==> config.mk <==
export PLATFORM = sky130hd
export DESIGN_NAME = rps_fifo
export DESIGN_NICKNAME = d
export VERILOG_FILES = /design/src/hdl/rps_pkg.sv /design/src/hdl/rps_fifo.sv
export SDC_FILE = /design/constraint.sdc
export NUM_CORES = 1
export LEC_CHECK = 0
export BUFFER_PORTS_ARGS = -buffer_cell sky130_fd_sc_hd__clkbuf_2
export CAP_MARGIN = 20
export CORE_MARGIN = 5
export CORE_UTILIZATION = 48
export DETAILED_ROUTE_END_ITERATION = 8
export GPL_ROUTABILITY_DRIVEN = 1
export GPL_TIMING_DRIVEN = 0
export PLACE_DENSITY = 0.85
export SLEW_MARGIN = 20
export SYNTH_ARGS = -nofsm -noshare
export SYNTH_HDL_FRONTEND = slang
export SYNTH_SLANG_ARGS = --single-unit
==> constraint.sdc <==
create_clock -name clk -period 2 [get_ports clk]
set_input_delay 0.1 -clock clk [delete_from_list [all_inputs] [get_ports clk]]
set_output_delay 0.1 -clock clk [all_outputs]
set_load 0.02 [all_outputs]
==> src/hdl/rps_pkg.sv <==
// ----------------------------------------------------------------------------
// rps_pkg
// Shared constants, register indexes and types of the permutation shuffler.
// ----------------------------------------------------------------------------
`default_nettype none

package rps_pkg;

  // Default size of the slot table.
  localparam int DEF_MAX_ITEMS = 1024;

  // Field widths.
  localparam int WORD_W    = 31;
  localparam int VALUE_W   = 32;
  localparam int CFG_IDX_W = 1;

  // Depth of the small queues between the parts.
  localparam int QUEUE_DEPTH = 2;

  // Configuration register indexes.
  localparam logic [CFG_IDX_W-1:0] REG_RANGE_LOW  = 1'b0;
  localparam logic [CFG_IDX_W-1:0] REG_RANGE_HIGH = 1'b1;

  // Round tags kept next to each slot entry. A tag equal to the current
  // round's tag marks the slot as written in this round.
  localparam int EPOCH_W = 8;
  localparam logic [EPOCH_W-1:0] EPOCH_NONE  = '0;
  localparam logic [EPOCH_W-1:0] EPOCH_FIRST = EPOCH_W'(1);
  localparam logic [EPOCH_W-1:0] EPOCH_LAST  = '1;

  // Sequencer states of the back end.
  typedef enum logic [2:0] {
    ST_CLEAR,
    ST_IDLE,
    ST_DIV,
    ST_READ,
    ST_WRITE
  } back_state_t;

endpackage

`default_nettype wire

==> src/hdl/rps_fifo.sv <==
// ----------------------------------------------------------------------------
// rps_fifo
// Small register queue with push/full and pop/empty sides.
// ----------------------------------------------------------------------------
`default_nettype none

module rps_fifo #(
  parameter int WIDTH = 8,
  parameter int DEPTH = rps_pkg::QUEUE_DEPTH
) (
  input  logic             clk,
  input  logic             rst,
  input  logic             wr_en,
  input  logic [WIDTH-1:0] wr_data,
  output logic             full,
  input  logic             rd_en,
  output logic [WIDTH-1:0] rd_data,
  output logic             empty
);
  import rps_pkg::*;

  localparam int AW = (DEPTH > 1) ? $clog2(DEPTH) : 1;
  localparam int CW = $clog2(DEPTH + 1);

  logic [WIDTH-1:0] store [DEPTH];
  logic [AW-1:0]    wr_ptr;
  logic [AW-1:0]    rd_ptr;
  logic [CW-1:0]    fill;
  logic             do_wr;
  logic             do_rd;

  assign full    = (fill == CW'(DEPTH));
  assign empty   = (fill == '0);
  assign do_wr   = wr_en && !full;
  assign do_rd   = rd_en && !empty;
  assign rd_data = store[rd_ptr];

  // Pointers and fill level.
  always_ff @(posedge clk) begin
    if (rst) begin
      wr_ptr <= '0;
      rd_ptr <= '0;
      fill   <= '0;
    end else begin
      if (do_wr) begin
        wr_ptr <= (wr_ptr == AW'(DEPTH - 1)) ? '0 : wr_ptr + AW'(1);
      end
      if (do_rd) begin
        rd_ptr <= (rd_ptr == AW'(DEPTH - 1)) ? '0 : rd_ptr + AW'(1);
      end
      if (do_wr && !do_rd) begin
        fill <= fill + CW'(1);
      end else if (do_rd && !do_wr) begin
        fill <= fill - CW'(1);
      end
    end
  end

  // Item storage.
  always_ff @(posedge clk) begin
    if (do_wr) begin
      store[wr_ptr] <= wr_data;
    end
  end

endmodule

`default_nettype wire

# After elaboration in Yosys (flattened, before gate mapping)
# Memory sizes are Yosys's and may differ from the RTL's. A register that Yosys moved wholly into a read port is not among the register bits.
# Cells that the tools add are included.
# word_totals
mem_count	1
out_inout_bits	10
ff_bits	4
ram_bits	16
# classes
n_eq_ne	1
add_sub_neg	4
n_mux	8
reduce_logical	10
# mem_list
memory	depth	word_bits	rd	rd_ports_with_merged_regs	wr	line	rtl
store	2	8	1	1	1	rps_fifo.sv:25	logic [WIDTH-1:0] store [DEPTH];
# op_table
operator	n
$mux W1	6
$logic_and A1 B1 Y1	4
$logic_not A1 Y1	4
$mux W2	2
$add A1 B1 Y1 const B	2
$add A2 B1 Y2 const B	1
$eq A2 B2 Y1 const B	1
$logic_not A2 Y1	1
$reduce_bool A2 Y1	1
$sub A2 B1 Y2 const B	1

# Logic depth before layout (Yosys ltp)
# logic_depth
ltp_word	7
ltp_mapped	6
mapped_depth_nobuf	6

# Worst setup path after synthesis
# Ideal clock, no wire load.
# synth_path
path_kind	register to register
from	reg fill[1]
to	reg fill[1]
path_stages_with_launch	6
arrival_time_ns	1.517
path_buffers	0
setup_ns	0.070
period_less_slack_ns	1.587
path_slack_ns	0.413
t_required_ns	1.930
cell_sequence	dfxtp_1 nor2b_2 nor2_1 ha_1 or3_1 a21oi_1
# synth_via
elab_chain_len	6
elab_cells_between_ends	15
# synth_lines
element	line	rtl
start, declared	rps_fifo.sv:28	logic [CW-1:0] fill;
start signal, assigned	rps_fifo.sv:52	fill <= fill + CW'(1);
start signal, assigned	rps_fifo.sv:54	fill <= fill - CW'(1);
$eq A2 B2 Y1 *	rps_fifo.sv:32	assign full = (fill == CW'(DEPTH));
net full	rps_fifo.sv:15	output logic full,
$logic_not A1 Y1 *	rps_fifo.sv:34	assign do_wr = wr_en && !full;
$logic_and A1 B1 Y1 *	rps_fifo.sv:34	
$logic_not A1 Y1	rps_fifo.sv:53	end else if (do_rd && !do_wr) begin
$logic_and A1 B1 Y1	rps_fifo.sv:53	
$reduce_bool A2 Y1 (no source line)	--	
# Mark *: on every way through the listed nets, which the timed path passes. The rest lies on a longest branch. The select of a mux whose other input is x is not followed.
# A chain may end at the register's enable or synchronous reset.

# Final worst setup path
# layout_path
from	reg fill[0]
to	reg fill[1]
# layout_via
elab_chain_len	6
elab_cells_between_ends	15
# layout_lines
element	line
$eq A2 B2 Y1 or $logic_not A2 Y1 (tied branches)	rps_fifo.sv:32, rps_fifo.sv:33
$logic_not A1 Y1 (on tied branches)	rps_fifo.sv:34, rps_fifo.sv:35
$logic_and A1 B1 Y1 (on tied branches)	rps_fifo.sv:34, rps_fifo.sv:35
$logic_not A1 Y1 (on tied branches)	rps_fifo.sv:53, rps_fifo.sv:51
$logic_and A1 B1 Y1 (on tied branches)	rps_fifo.sv:53, rps_fifo.sv:51
$reduce_bool A2 Y1 (no source line) or $mux W2 (tied branches)	--
# Several ways; a longest one is shown, not always the timed one. The select of a mux whose other input is x is not followed.

==> flow_summary.ini <==
[timing]
slew_violations = 0
fmaxAchievable_mhz = 616.1
setup_viol = 0
finalCritPeriodShare_pct = 81.16
worst_slew_pin_slew_ns = 0.3640
skew_ns = 0.002491
rsz0062_at_grt = false
slew_headroom_pct = 75.73
hold_violations = 0
finalCriticalPeriod_ns = 1.623
finalSetupTns_ns = 0

[pwr]
p_per_area_mw_per_mm2 = 1188
leakagePower_nw = 0.4234
design_power_total_mw = 1.219
ir_drop_mv = 0.6674

[logic_synthesis]
ys_seq_area_share_pct = 73.19
synth-simple-area-share_pct = 5.836
yosysWarnings = 0
synth_mux_area_share_pct = 11.36
ys_ff_latch = 21
syn_inst = 50
syn_area_um2 = 793.3
synth_top_family_by_area = multiplexers
synth_compound_area_share_pct = 3.155
ys_types = 13
avgSynthCellArea_um2 = 15.87
synth-xor-area-share_pct = 3.312
synth-adder-area-share_pct = 1.577
synthesis.nets = 63

[placed_design]
dp.cells = 87
gp_congestion = 0.7166
post_dp_cell_area_um2 = 918.4
hpwl_um = 870.3
io_buffers = 21

[finish]
final_common_cell = clkbuf_2
fin_util_pct = 66.56
layout_common_cells = clkbuf_2, edfxtp_1, mux2_2, dlygate4sd3_1
drive_gt1_share_pct = 42.17
stdcell_count = 99
finalNetCount = 97
synthToLayoutAreaGrowth_pct = 29.34
insertedDiodeCount = 0
final_area_mm2 = 0.001026

[critical_path]
cp.arrival_ns = 1.85
path_max_fanout = 5
required_ns = 2.22
cp-start-kind = flop
critPathKind = flop to flop
cp-end-kind = flop

[clock_tree]
numCtsBuffers = 3
tritoncts = yes
htreeDepth = 1
ctsHoldBuffers = 8
clkSinkCount = 21
post_cts_buffers = 0
clk-insertion-delay-late_ns = 0.29
cts_buffer_depth = 2
cts-resized-gates = 0
clk_pin_slew_worst_paths_ns = 0.11
root_buffer = clkbuf_4

[routing]
drc = 0
dr.first_iter.drc_count = 9
vias = 484
dr.pass1.iters = 4
routed_wl_um = 1238
ant_nets = 0
viasPerCell = 4.889
wire_per_inst_um = 12.51

[global_route]
grt_overflow = 0
grt_start_max_net_pins = 13
grt_usage_pct = 10.78
grt_pass1_wl_um = 2132
grt_antenna_before_repair = 0
grt_pass1_vias = 520

[run]
drv_cap = 0

[die]
ioPinCount = 22
die_w_um = 50.65
die_y_um = 50.65
rows = 14
initial_utilization_pct = 51.46
core_mm2 = 0.001541
die_area_mm2 = 0.002565

[hold_path]
min_path_type = primary input to flop

[run_status]
status = completed
-- final timing paths --
path | start | to | slack, ns | cells after the start
setup reg to reg | fill[0] | fill[1] | 0.38 | 4
setup / recovery | fill[0] | fill[1] | 0.38 | 4
hold / removal | rst | flop | 0.03 | 2
hold reg to reg | wr_ptr | wr_ptr | 0.51 | 2
-- state kept, by name, indices dropped and copies added, names as in the netlist, named ones only --
register / flops
fill: 2
rd_ptr: 1
store: 16
wr_ptr: 1
-- power by group --
group,switching [mW],internal [mW]
registers,0.0364,0.556
logic,0.253,0.185
clock network,0.114,0.0743
-- cell families (layout without fill, tap and decap cells) --
kind of cell,count (synthesis),in the layout
flops,21,21
fa+ha+maj,1,1
mux,8,8
buf+inv,3,36
simple gates,9,9
xor+xnor,3,3
compound gates,5,5
-- worst max-delay path, cell delays in order, from the launching register on --
cell	delay, ns
dfxtp_1	0.38
o21ai_0	0.33
ha_1	0.32
or3_1	0.37
a21oi_1	0.16
-- metal layers --
metal	GRT usage [%]	vias to the layer above	part of all wire (%)
li1	-	247	-
met1	13.28	219	43
met2	16.94	16	48
met3	2.663	2	8.2
met4	6.383	0	0.81
met5	0	-	0
-- synthesized netlist by cell type --
cell type	n	area (um2)
ha_1	1	12.51
dfxtp_1	5	100.1
edfxtp_1	16	480.5
inv_1	2	7.510
o21ai_0	3	15.01
buf_2	1	5.000
and2_1	1	6.260
xor2_1	3	26.28
mux2_2	8	90.09
or3_1	2	12.51
a21oi_1	2	10.01
nor2b_2	1	8.760
nor2_1	5	18.77
-- final cells by class --
type | count | area (um2)
plain buffers | 1 | 5.005
clock buffers | 3 | 22.52
inverters | 2 | 7.507
multi-input cells | 26 | 200.2
flip-flops and latches | 21 | 580.6
fillers | 120 | 515.5
clock inverters | 1 | 5.005
well taps | 16 | 20.02
repair buffers | 29 | 185.2
-- through the flow --
| step | setup WS, ns | hold WS, ns |
|---|---|---|
| after floorplan | 0.4134 | 0.1691 |
| after global placement | 0.4637 | 0.2897 |
| after detailed placement | 0.3801 | 0.2939 |
| after CTS | 0.3590 | 0.02178 |
| after global routing | 0.3080 | 0.02769 |
| final | 0.3769 | 0.03462 |
Note: power is estimated with default switching activity, not from simulation.
