## src/hdl/rps_pkg.sv

```systemverilog
// ----------------------------------------------------------------------------
// rps_pkg
// Shared constants, register indexes and types of the permutation shuffler.
// ----------------------------------------------------------------------------
`default_nettype none

package rps_pkg;

  // Default size of the slot table.
  localparam int DEF_MAX_ITEMS = 1024;

  // Field widths.
  localparam int WORD_W    = 31;
  localparam int VALUE_W   = 32;
  localparam int CFG_IDX_W = 1;

  // Depth of the small queues between the parts.
  localparam int QUEUE_DEPTH = 2;

  // Configuration register indexes.
  localparam logic [CFG_IDX_W-1:0] REG_RANGE_LOW  = 1'b0;
  localparam logic [CFG_IDX_W-1:0] REG_RANGE_HIGH = 1'b1;

  // Round tags kept next to each slot entry. A tag equal to the current
  // round's tag marks the slot as written in this round.
  localparam int EPOCH_W = 8;
  localparam logic [EPOCH_W-1:0] EPOCH_NONE  = '0;
  localparam logic [EPOCH_W-1:0] EPOCH_FIRST = EPOCH_W'(1);
  localparam logic [EPOCH_W-1:0] EPOCH_LAST  = '1;

  // Sequencer states of the back end.
  typedef enum logic [2:0] {
    ST_CLEAR,
    ST_IDLE,
    ST_DIV,
    ST_READ,
    ST_WRITE
  } back_state_t;

endpackage

`default_nettype wire

```

## src/hdl/rps_front.sv

```systemverilog
// ----------------------------------------------------------------------------
// rps_front
// Holds the range registers, derives the element count and passes each
// accepted item on to the back end unless the range is empty.
// ----------------------------------------------------------------------------
`default_nettype none

module rps_front #(
  parameter int MAX_ITEMS = rps_pkg::DEF_MAX_ITEMS,
  localparam int CNT_W    = $clog2(MAX_ITEMS + 1)
) (
  input  logic                          clk,
  input  logic                          rst,
  input  logic                          push,
  output logic                          full,
  input  logic [rps_pkg::WORD_W-1:0]    random_word,
  input  logic                          cfg_write,
  input  logic [rps_pkg::CFG_IDX_W-1:0] cfg_index,
  input  logic [rps_pkg::VALUE_W-1:0]   cfg_data,
  output logic                          q_push,
  output logic [rps_pkg::WORD_W-1:0]    q_word,
  input  logic                          q_full,
  output logic [CNT_W-1:0]              count,
  output logic [rps_pkg::VALUE_W-1:0]   range_low,
  output logic                          restart
);
  import rps_pkg::*;

  localparam logic signed [VALUE_W:0] SPAN_CAP = (VALUE_W + 1)'(MAX_ITEMS - 1);

  logic [VALUE_W-1:0]        range_high;
  logic signed [VALUE_W:0]   span;
  logic                      range_empty;

  // Configuration registers; any write starts a new round.
  always_ff @(posedge clk) begin
    if (rst) begin
      range_low  <= '0;
      range_high <= '1;
    end else if (cfg_write) begin
      unique case (cfg_index)
        REG_RANGE_LOW:  range_low  <= cfg_data;
        REG_RANGE_HIGH: range_high <= cfg_data;
      endcase
    end
  end

  assign restart = cfg_write;

  // Span of the range as a signed difference; negative means empty.
  always_comb begin
    span = $signed({range_high[VALUE_W-1], range_high})
         - $signed({range_low[VALUE_W-1], range_low});
    range_empty = span[VALUE_W];
    if (!range_empty && (span >= SPAN_CAP)) begin
      count = CNT_W'(MAX_ITEMS);
    end else begin
      count = span[CNT_W-1:0] + CNT_W'(1);
    end
  end

  // Items against an empty range are taken and dropped.
  assign full   = q_full;
  assign q_push = push && !q_full && !range_empty;
  assign q_word = random_word;

endmodule

`default_nettype wire

```

## config.mk

```make
export PLATFORM = sky130hd
export DESIGN_NAME = rps_front
export DESIGN_NICKNAME = d
export VERILOG_FILES = /design/src/hdl/rps_pkg.sv /design/src/hdl/rps_front.sv
export SDC_FILE = /design/constraint.sdc
export NUM_CORES = 1
export LEC_CHECK = 0
export BUFFER_PORTS_ARGS = -buffer_cell sky130_fd_sc_hd__buf_2
export CELL_PAD_IN_SITES_DETAIL_PLACEMENT = 1
export CELL_PAD_IN_SITES_GLOBAL_PLACEMENT = 2
export CORE_MARGIN = 10
export CORE_UTILIZATION = 30
export CTS_BUF_LIST = sky130_fd_sc_hd__clkbuf_4 sky130_fd_sc_hd__clkbuf_8
export CTS_CLUSTER_SIZE = 30
export DETAILED_ROUTE_END_ITERATION = 7
export GPL_ROUTABILITY_DRIVEN = 0
export GPL_TIMING_DRIVEN = 0
export PLACE_DENSITY = 0.88
export RECOVER_POWER = 100
export SYNTH_ARGS = -nofsm -noshare
export SYNTH_HDL_FRONTEND = slang
export SYNTH_SLANG_ARGS = --single-unit
```

## constraint.sdc

```tcl
create_clock -name clk -period 4.76 [get_ports clk]
set_input_delay 0 -clock clk [delete_from_list [all_inputs] [get_ports clk]]
set_output_delay 0 -clock clk [all_outputs]
set_load 0.02 [all_outputs]
```

# Word level (Yosys, flattened, before mapping)
# Index checks and enable logic that the tools add are counted.
# totals
reg_bits	64
wordCells	14
output_inout_bits	77
# classes
bitwise	1
reduce_logical	7
n_mux	1
n_addsub	2
order_cmp	1
# op_table
cell	count
$ge 33x11->1 const B	1
$sub 32x32->33	1
$add 11x1->11 const B	1
$mux 11	1
$reduce_and 2->1	2
$logic_and 1x1->1	3
$logic_not 1->1	2
$not 1->1	1

# Longest topological paths before layout
# Gate-level depths: netlist (run 1).
# logic_depth
word_depth	4
depth_mapped	14
ltp_nobuf	12

# Least setup slack after synthesis (run 1)
# No wires, ideal clock.
# synth_timing
kind	reg2out
from	reg range_low[0] (netlist name)
to	out count[0]
required_ns	4.760
n_path_buf	1
path_slack_ns	1.499
arrival_ns	3.261
stages_incl_launch_ff	13
path_cell_list	dfxtp_1 > ha_1 > fa_1 > and2b_1 > o2111ai_4 > a21oi_4 > nor3_2 > mux2_4 > or4_4 > nor4_2 > nand4_1 > buf_6 > a21oi_2
# synth_via
elab_chain_len	4
# synth_rtl
item	line	text
start, declared	rps_front.sv:24	output logic [rps_pkg::VALUE_W-1:0] range_low,
start signal, assigned	rps_front.sv:42	REG_RANGE_LOW: range_low <= cfg_data;
$sub 32x32->33 *	rps_front.sv:53	- $signed({range_low[VALUE_W-1], range_low});
$ge 33x11->1 / $logic_not 1->1 (equally long branches)	rps_front.sv:55	if (!range_empty && (span >= SPAN_CAP)) begin
$logic_and 1x1->1	rps_front.sv:55	
$mux 11 *	rps_front.sv:55	
end, declared	rps_front.sv:23	output logic [CNT_W-1:0] count,
# Mark *: on every way between the ends. The rest lies on a longest branch, timed or not.

# Final worst setup path (run 1)
# layout_timing
from	reg range_high[0]
to	out count[8]
# layout_via
elab_chain_len	4
# layout_rtl
item	line	text
start, declared	rps_front.sv:31	logic [VALUE_W-1:0] range_high;
start signal, assigned	rps_front.sv:43	REG_RANGE_HIGH: range_high <= cfg_data;
$sub 32x32->33 *	rps_front.sv:53	
$ge 33x11->1 / $logic_not 1->1 (equally long branches)	rps_front.sv:55	
$logic_and 1x1->1	rps_front.sv:55	
$mux 11 *	rps_front.sv:55	
# Marked as above.

==> results of run 1 <==
[final cells by class]
type                       instances  area, um2
buffer                            76        462
timing repair buffer             145        791
tap                              225        282
clock buffer                      13        160
inverter                          46        173
sequential                        64       1280
multi-input combinational        501       3340
clock inverter                     3       17.5
fill                            2196      10700
[timing repair]
item | 4_1_cts | 5_1_grt
buffers inserted | 0 | 0
hold endpoints to repair | 56 | 0
hold buffers | 32 | 0
[power groups by stage]
| stage | combinational (mW) | clock, mW | sequential (mW) |
|---|---|---|---|
| floorplan | 0.465 | 0 | 0.609 |
| global placement | 0.667 | 0 | 0.601 |
| CTS | 0.700 | 0.437 | 0.591 |
| detailed placement | 0.677 | 0 | 0.603 |
| global route | 0.759 | 0.461 | 0.595 |
| finish | 0.687 | 0.430 | 0.591 |
[per-layer routing]
layer / track usage (%) / up-vias
li1: - / 2741
met1: 20.6 / 2707
met2: 27.6 / 120
met3: 2.62 / 8
met4: 2.93 / 0
met5: 0 / -
[path summary, 6_finish.rpt]
check	startpoint	to	slack, ps
max	range_high[0]	count[8]	390
max reg2reg	range_high[6]	range_high[6]	4020
min	cfg_index	range_high[0]	130
min reg2reg	range_high[13]	range_high[13]	470
[through the flow]
stage               power [mW]  util, %  cell area, um2  hold slack, ps
floorplan                 1.07        -            5260             113
global placement          1.27     35.4            6100             222
detailed placement        1.28     35.4            6100             223
CTS                       1.73     38.3            6600             120
global route              1.81     37.7            6510             162
finish                    1.71     37.7            6510             128
[cells by family after synthesis]
group,count (synthesis)
simple gates,231
compound gates,210
buf+inv,122
flops,64
fa+ha+maj,34
xor+xnor,22
mux,4
[cells in the final DEF (no fill, tap or decap), types with 8 or more instances in the layout]
cell | netlist | final
buf_2 | 9 | 46
xnor2_1 | 8 | 8
nand2_1 | 102 | 102
dlygate4sd3_1 | 0 | 32
xor2_1 | 14 | 14
a21oi_2 | 14 | 14
clkbuf_8 | 0 | 10
a21oi_1 | 60 | 60
inv_1 | 46 | 46
and3_1 | 39 | 39
nand3_1 | 11 | 11
nand4_1 | 8 | 8
dfxtp_1 | 64 | 64
nor2_1 | 23 | 23
nor3_1 | 8 | 8
buf_4 | 36 | 36
ha_1 | 33 | 33
a211o_1 | 34 | 34
o21ai_0 | 23 | 23
clkbuf_1 | 25 | 102
[registers in the layout, indices dropped and copies added (netlist names)]
name        flops
range_high     32
range_low      32
==> summary.md, run 1 <==
| Metric | Value |
|---|---|
| Outcome | `finished, final reports clean` |
| First-pass GRT wire length | `31300 um` |
| Sequential fraction of the synthesis area | `24.4%` |
| Type of origin of the critical path | `flip-flop` |
| DR top layer | `met4` |
| Top FF cell, synth | `dfxtp_1` |
| Vias per cell | `5.20` |
| Synth Register Bits | `64` |
| Pleak | `2.61 nW` |
| DR vias | `5576` |
| Yosys cell types | `72` |
| Die area | `23200 um2` |
| Slew @ Worst Pin | `694 ps` |
| Post-route DRC | `0` |
| Antenna-violating nets left | `0` |
| Clock Path Buffers | `2` |
| Drt first pass iters | `5` |
| Setup crit end kind | `output port` |
| Fin crit share | `91.8%` |
| Number of global-route vias before repair | `5755` |
| Fmax | `229 MHz` |
| Flop pwr share | `34.6%` |
| Cts bufs inserted | `9` |
| Syn nets | `790` |
| CP Depth | `14` |
| Mux share of post-synthesis cell area | `0.857%` |
| Met2 WL | `9380 um` |
| Comb power frac | `40.2%` |
| Syn avg cell area | `7.65 um2` |
| CTS-repair resized insts | `0` |
| Largest family of logic cells by synthesized area | `compound AO/OA/AOI/OAI gates` |
| Slew margin rel. | `53.5%` |
| Clock group share of total power | `25.2%` |
| Root buffer cell | `clkbuf_8` |
| Core Box Area | `17200 um2` |
| Final Hold Vio Count | `0` |
| Slew Viols, Final | `0` |
| M1 WL | `9190 um` |
| Drt total wl | `19500 um` |
| Initial drt markers | `355` |
| Io pins | `146` |
| Worst Path Buf+Inv | `3` |
| Top-count cell post-synth | `nand2_1` |
| Largest stage delay on the critical path | `410 ps` |
| GRT Util Overall | `16.0%` |
| IO Port Bufs | `113` |
| Post-synthesis xor/xnor area fraction | `3.67%` |
| Clock sinks | `64` |
| Crit path required time | `4760 ps` |
| Slowest CP cell | `fa_1` |
| Ratio of cells with drive above 1 in the final layout | `15.4%` |
| H-tree depth | `3` |
| Initial antenna violation count | `0` |
| CTS clk-pin slew, worst paths | `60 ps` |
| Top Family by Delay on Critical Path | `simple AND/OR/NAND/NOR gates` |
| P_sw | `667 uW` |
| Dpl hpwl | `15700 um` |
| Die width | `152 um` |
| Reg2reg path depth | `1` |
| ANT cells | `0` |
| Cells after DPL | `1025` |
| Max-cap violation count | `0` |
| Cells after Synth | `687` |
| Final TNS setup | `0 ps` |
| WL/cell | `18.1 um` |
| Non-Filler Instances | `1073` |
| Initial core utilization | `30.5%` |
| Largest net degree at the start of global routing | `11` |
| Area of the mapped netlist | `5260 um2` |
| Clock Latency Late Sink | `340 ps` |
| TritonCTS clock tree | `done` |
| Synth Area in Compound Gates | `28.7%` |
| Simple-Gate Fraction of Synth Area | `22.1%` |
| Area Growth Syn to Fin | `23.8%` |
| Place WS | `824 ps` |
| Critical setup path kind | `flip-flop to output port` |
| Grt total ovfl | `0` |
| Final nets | `946` |
| Worst hold path type | `input pin to flip-flop` |
| Top post-synthesis cells by count | `nand2_1, dfxtp_1, a21oi_1` |
| Final Setup Violations | `0` |
| Switching Share | `39.0%` |
| Worst Hold Depth | `3` |
| Row cnt | `48` |
| CP arrival | `4370 ps` |
| Yosys warning count | `0` |
| Clk_skew | `0 ps` |
| RSZ-0062 raised after global routing | `no` |
| Post-synth EDFFs | `0` |
| Min Tclk post-route | `4370 ps` |
| Pwr/cell area | `263 nW/um2` |
| Synth top area cells | `dfxtp_1, ha_1, nand2_1, a21oi_1, a211o_1` |
| FFs w/ async S/R, synth | `0%` |
| Die Y | `152 um` |
| Final worst slack | `390 ps` |
| Worst ir drop on vdd | `0.167 mV` |
| Crit-path cells | `inv_1 -> ha_1 -> fa_1 -> and2b_1 -> o2111ai_4 -> nand2_2 -> xor2_1 -> nand4b_1 -> o31a_1 -> nor4_1 -> nand4_1 -> buf_6 -> a21oi_2 -> clkbuf_1` |
| Worst Path Max Fanout | `10` |
| Yosys top cell area share | `24.4%` |
| Metal3 WL | `767 um` |
| Adder-cell area share of the yosys netlist | `8.24%` |
| Post-synth top area cell | `dfxtp_1` |
| P_int | `1.04 mW` |
No activity file was read; power rests on OpenSTA's default activity.
==> run 2: changes to the inputs <==
--- a/config.mk
+++ b/config.mk
@@ -9,13 +9,13 @@
 export CELL_PAD_IN_SITES_DETAIL_PLACEMENT = 1
 export CELL_PAD_IN_SITES_GLOBAL_PLACEMENT = 2
 export CORE_MARGIN = 10
-export CORE_UTILIZATION = 30
+export CORE_UTILIZATION = 33
 export CTS_BUF_LIST = sky130_fd_sc_hd__clkbuf_4 sky130_fd_sc_hd__clkbuf_8
 export CTS_CLUSTER_SIZE = 30
 export DETAILED_ROUTE_END_ITERATION = 7
 export GPL_ROUTABILITY_DRIVEN = 0
 export GPL_TIMING_DRIVEN = 0
-export PLACE_DENSITY = 0.88
+export PLACE_DENSITY = 0.95
 export RECOVER_POWER = 100
 export SYNTH_ARGS = -nofsm -noshare
 export SYNTH_HDL_FRONTEND = slang
==> summary.md, run 2 (synthesis gave the netlist of run 1 again) <==
| Metric | Value |
|---|---|
| Worst hold path type | `input pin to flip-flop` |
| TritonCTS clock tree | `done` |
| Fmax | `225 MHz (-1.5%)` |
| Final nets | `946 (unchanged)` |
| Min Tclk post-route | `4440 ps (+66.2 ps)` |
| Setup crit end kind | `output port` |
| Reg2reg path depth | `1 (unchanged)` |
| Final TNS setup | `0 ps (unchanged)` |
| Switching Share | `38.5% (-0.52 points)` |
| Area Growth Syn to Fin | `24.0%` |
| Reg area | `1280 um2 (unchanged)` |
| Crit path required time | `4760 ps (about the same)` |
| Final Hold Vio Count | `0 (unchanged)` |
| RSZ-0062 raised after global routing | `no` |
| Initial drt markers | `391 (+10%)` |
| Fin crit share | `93.2% (+1.4 points)` |
| Ratio of cells with drive above 1 in the final layout | `16.3% (+0.84 points)` |
| Reg2Reg Setup Slack | `4000 ps (-20 ps)` |
| Flop pwr share | `34.0% (-0.6 points)` |
| Antenna-violating nets left | `0 (unchanged)` |
| Row cnt | `46 (-4.2%)` |
| Fillers | `2047 (-6.8%)` |
| Final Util | `41.3% (+3.6 points)` |
| Die width | `146 um (-4.0%)` |
| Vias per cell | `5.35 (+3.0%)` |
| P_sw | `670 uW (+0.44%)` |
| Drt total wl | `19400 um (-0.13%)` |
| P_int | `1.07 mW (+2.6%)` |
| Top Registers | `range_high x32, range_low x32` |
| Clock Latency Late Sink | `350 ps (about the same)` |
| Die area | `21400 um2 (-7.9%)` |
| First-pass GRT wire length | `32100 um (+2.6%)` |
| Initial core utilization | `33.3% (+2.8 points)` |
| Highest-count cells in the layout ignoring fill and taps | `nand2_1, clkbuf_1, dfxtp_1, a21oi_1, buf_2` |
| Power Total | `1.74 mW (+1.8%)` |
| CTS-repair resized insts | `0 (unchanged)` |
| Hold EP | `range_high[31]` |
| Initial antenna violation count | `0 (unchanged)` |
| Type of origin of the critical path | `flip-flop` |
| Clk_skew | `0 ps (unchanged)` |
| CP arrival | `4440 ps (+70 ps)` |
| FF-to-FF End | `range_high[20]` |
| Slew Viols, Final | `0 (unchanged)` |
| WL/cell | `18.3 um (+0.81%)` |
| GRT Util Overall | `17.9% (+1.8 points)` |
| Final Setup Violations | `0 (unchanged)` |
| Worst ir drop on vdd | `0.188 mV (+13%)` |
| Slew margin rel. | `57.2% (+3.6 points)` |
| Io pins | `146 (unchanged)` |
| Clock group share of total power | `26.4% (+1.2 points)` |
| Comb power frac | `39.6% (-0.6 points)` |
| Pwr/cell area | `267 nW/um2 (+1.6%)` |
| Core Box Area | `15800 um2 (-8.5%)` |
| Number of global-route vias before repair | `6057 (+5.2%)` |
| H-tree depth | `3 (unchanged)` |
| CTS clk-pin slew, worst paths | `60 ps (about the same)` |
| Multi-input gate area | `3340 um2 (unchanged)` |
| Worst Path Max Fanout | `10 (unchanged)` |
| Slew @ Worst Pin | `639 ps (-54.4 ps)` |
| ANT cells | `0 (unchanged)` |
| Max-cap violation count | `0 (unchanged)` |
| Cts bufs inserted | `9 (unchanged)` |
| Pleak | `2.64 nW (+1.1%)` |
| Dpl hpwl | `15200 um (-3.1%)` |
| Drt first pass iters | `5 (unchanged)` |
| Outcome | `finished, final reports clean` |
| Clock sinks | `64 (unchanged)` |
| Worst Hold Depth | `3 (unchanged)` |
| Root buffer cell | `clkbuf_8` |
| Hold path startpoint | `cfg_index` |
| Die Y | `146 um (-4.0%)` |
| Largest net degree at the start of global routing | `11 (unchanged)` |
| Critical setup path kind | `flip-flop to output port` |
| Post-route DRC | `0 (unchanged)` |
| IO Port Bufs | `113 (unchanged)` |
| Clock Path Buffers | `2 (unchanged)` |
| R2r startpoint | `range_high[20]` |
| Leading cell type in the layout, fill and taps excluded | `nand2_1` |
| Grt total ovfl | `0 (unchanged)` |
| DR vias | `5692 (+2.1%)` |
[run 2: cell count changes in the layout (fill, tap and decap cells not counted), sizes merged]
cell    previous run  this run
buf               87        91
clkbuf           115       111
clkinv             2         1
[run 2: worst max path at each step]
stage / slack [ps] / cells past startpoint / from / endpoint
2_1_floorplan: 1500 / 12 / range_low[0] / count[0]
3_3_place_gp: 840 / 14 / range_low[7] / count[6]
3_5_place_dp: 780 / 14 / range_low[7] / count[9]
4_1_cts: 400 / 14 / range_low[7] / count[9]
5_1_grt: 50 / 14 / range_low[7] / count[0]
6_report: 320 / 14 / range_low[7] / count[0]
[run 2: power groups by stage]
stage	Combinational [mW]	Clock, mW	Sequential [mW]
final	0.689	0.458	0.592
after CTS	0.694	0.462	0.590
after floorplan	0.465	0	0.609
after global placement	0.661	0	0.602
after detailed placement	0.670	0	0.603
after global routing	0.766	0.488	0.596
[run 2: area by class of cell]
type	instances	share of cell area (%)
Tap cell	216	4.15
Clock buffer	13	2.74
Buffer	76	7.08
Inverter	46	2.65
Multi-Input combinational cell	501	51.2
Clock inverter	2	0.192
Timing Repair Buffer	145	12.3
Sequential cell	64	19.7
[run 2: critical path, stage by stage (launching register included)]
cell	delay (ps)
dfxtp_1	390
inv_1	60
ha_1	310
buf_6	150
a21oi_2	230
o21ai_1	200
o2111ai_1	420
nor3_1	120
a2111oi_2	550
o32ai_1	180
nor4_1	530
nand4_1	330
buf_6	250
a21oi_2	130
clkbuf_1	240
[run 2: metal layers]
layer	GRT usage (%)	wire length, um
met1	22.4	9020
met2	30.7	9270
met3	3.34	897
met4	4.50	259
met5	0	0
[run 2: repair_timing]
action                                 in CTS  in global routing
hold buffers                               32                  0
endpoints found under the hold margin      58                  0
setup buffers                               0                  0
[run 2: per-stage QoR]
stage	hold slack (ps)	setup slack [ps]	instance area (um2)	instances
after detailed placement	223	784	6090	1016
after CTS	108	397	6600	1063
after global routing	144	54.9	6520	1063
after global placement	222	836	6090	1016
final	114	324	6520	1063
after floorplan	113	1500	5260	687
==> run 3: changes to the inputs <==
--- a/config.mk
+++ b/config.mk
@@ -16,7 +16,7 @@
 export GPL_ROUTABILITY_DRIVEN = 0
 export GPL_TIMING_DRIVEN = 0
 export PLACE_DENSITY = 0.95
-export RECOVER_POWER = 100
+export RECOVER_POWER = 25
 export SYNTH_ARGS = -nofsm -noshare
 export SYNTH_HDL_FRONTEND = slang
 export SYNTH_SLANG_ARGS = --single-unit
==> summary.md, run 3 (synthesis gave the netlist of run 1 again) <==
| Metric | Value |
|---|---|
| Outcome | `finished, final reports clean` |
| Ratio of cells with drive above 1 in the final layout | `20.4% (+4.1 points)` |
| H-tree depth | `3 (unchanged)` |
| Cts bufs inserted | `9 (unchanged)` |
| Antenna-violating nets left | `0 (unchanged)` |
| Initial antenna violation count | `0 (unchanged)` |
| Pleak | `2.78 nW (+5.4%)` |
| Slew @ Worst Pin | `642 ps (+2.36 ps)` |
| Reg2Reg Setup Slack | `4000 ps (about the same)` |
| Fmax | `227 MHz (+0.55%)` |
| Clock Latency Late Sink | `350 ps (about the same)` |
| First-pass GRT wire length | `32100 um (unchanged)` |
| CP Depth | `14 (unchanged)` |
| Die Y | `146 um (unchanged)` |
| Pwr/cell area | `266 nW/um2 (-0.44%)` |
| Clock Path Buffers | `2 (unchanged)` |
| Type of origin of the critical path | `flip-flop` |
| Root buffer cell | `clkbuf_8` |
| Drt first pass iters | `5 (unchanged)` |
| Core Box Area | `15800 um2 (unchanged)` |
| Slew margin rel. | `57.0% (-0.16 points)` |
| Non-Filler Instances | `1063 (unchanged)` |
| Top Family by Delay on Critical Path | `compound AO/OA/AOI/OAI gates` |
| DR vias | `5686 (-0.11%)` |
| Area Growth Syn to Fin | `24.9%` |
| WL/cell | `18.3 um (about the same)` |
| Slew Viols, Final | `0 (unchanged)` |
| Critical setup path kind | `flip-flop to output port` |
| Clk_skew | `0 ps (unchanged)` |
| Final Hold Vio Count | `0 (unchanged)` |
| Clock sinks | `64 (unchanged)` |
| Worst Path Buf+Inv | `4 (unchanged)` |
| Crit path required time | `4760 ps (about the same)` |
| Initial core utilization | `33.3% (unchanged)` |
| Worst hold path type | `input pin to flip-flop` |
| ANT cells | `0 (unchanged)` |
| Min Tclk post-route | `4410 ps (-24.2 ps)` |
| Top Registers | `range_high x32, range_low x32` |
| Cells after DPL | `1016 (unchanged)` |
| RSZ-0062 raised after global routing | `no` |
| Final TNS setup | `0 ps (unchanged)` |
| Die area | `21400 um2 (unchanged)` |
| Worst ir drop on vdd | `0.187 mV (-0.31%)` |
| Final nets | `946 (unchanged)` |
| Io pins | `146 (unchanged)` |
| Largest stage delay on the critical path | `550 ps (about the same)` |
| Vias per cell | `5.35 (-0.11%)` |
| CTS-repair resized insts | `0 (unchanged)` |
| Grt total ovfl | `0 (unchanged)` |
| Final Setup Violations | `0 (unchanged)` |
| Slowest CP cell | `a2111oi_2` |
| Initial drt markers | `388 (-0.77%)` |
| CTS clk-pin slew, worst paths | `60 ps (about the same)` |
| Drt total wl | `19400 um (about the same)` |
| Row cnt | `46 (unchanged)` |
| GRT Util Overall | `17.9% (unchanged)` |
| Crit-path cells | `inv_1 -> ha_1 -> buf_6 -> a21oi_2 -> o21ai_1 -> o2111ai_1 -> nor3_1 -> a2111oi_2 -> o32ai_1 -> nor4_1 -> nand4_1 -> buf_6 -> a21oi_2 -> buf_2` |
| Post-route DRC | `0 (unchanged)` |
| Number of global-route vias before repair | `6057 (unchanged)` |
| TritonCTS clock tree | `done` |
| IO Port Bufs | `113 (unchanged)` |
| Fillers | `2032 (-0.73%)` |
| Largest net degree at the start of global routing | `11 (unchanged)` |
| CP arrival | `4410 ps (-30 ps)` |
| Highest-count cells in the layout ignoring fill and taps | `nand2_1, buf_2, dfxtp_1, a21oi_1, clkbuf_1` |
| Worst Hold Depth | `3 (unchanged)` |
| Setup crit end kind | `output port` |
| Dpl hpwl | `15200 um (unchanged)` |
| Max-cap violation count | `0 (unchanged)` |
| Worst Path Max Fanout | `10 (unchanged)` |
| Leading cell type in the layout, fill and taps excluded | `nand2_1` |
| Die width | `146 um (unchanged)` |
| Final Util | `41.6% (+0.28 points)` |
| Reg2reg path depth | `1 (unchanged)` |
| Fin crit share | `92.7% (-0.51 points)` |
==> run 3: changes by cell type in the layout (fill, tap and decap cells not counted) <==
cell,change
a21boi_1,+1
clkbuf_2,-5
a21boi_0,-1
clkbuf_1,-35
buf_2,+40
==> run 3: power by group <==
| part | internal (mW) | switching, mW |
|---|---|---|
| sequential | 0.566 | 0.0252 |
| combinational | 0.265 | 0.428 |
| clock | 0.242 | 0.216 |
==> run 3: final timing paths <==
| check | startpoint | end |
|---|---|---|
| setup / recovery | range_low[7] | count[6] |
| hold / removal | cfg_index | range_high[31] |
| setup reg to reg | range_high[1] | range_high[1] |
| hold reg to reg | range_high[0] | range_high[0] |
==> run 3: stage by stage <==
step / hold WS (ps) / power (mW) / worst slack, ps / instance area (um2)
finish: 118 / 1.74 / 348 / 6560
global route: 144 / 1.85 / 94.3 / 6560
CTS: 108 / 1.75 / 397 / 6600
detailed placement: 223 / 1.27 / 784 / 6090
global placement: 222 / 1.26 / 836 / 6090
floorplan: 113 / 1.07 / 1500 / 5260
==> run 3: what timing repair did <==
| action | CTS | global route |
|---|---|---|
| endpoints found under the hold margin | 58 | 0 |
| hold buffers | 32 | 0 |
| buffers inserted | 0 | 0 |
==> run 3: area by class of cell <==
cell class,instances,area [um2],area share [%]
inverter,46,173,2.63
clock buffer,13,179,2.73
sequential,64,1280,19.5
timing repair buffer,145,845,12.9
buffer,76,462,7.04
tap,216,270,4.12
multi-input combinational,501,3340,50.9
clock inverter,2,12.5,0.191
==> run 3: routing by layer <==
metal	share of wire [%]	up-vias	track usage, %
met4	1.2	0	4.50
met1	46	2764	22.4
li1	-	2743	-
met2	48	160	30.7
met5	0	-	0
met3	4.9	19	3.34
==> run 3: worst min-delay path: cells and delay by family <==
family                 cells  cell delay [ps]
AO/OA/AOI/OAI              1               90
AND/OR/NAND/NOR            1              180
buffers and inverters      1              170
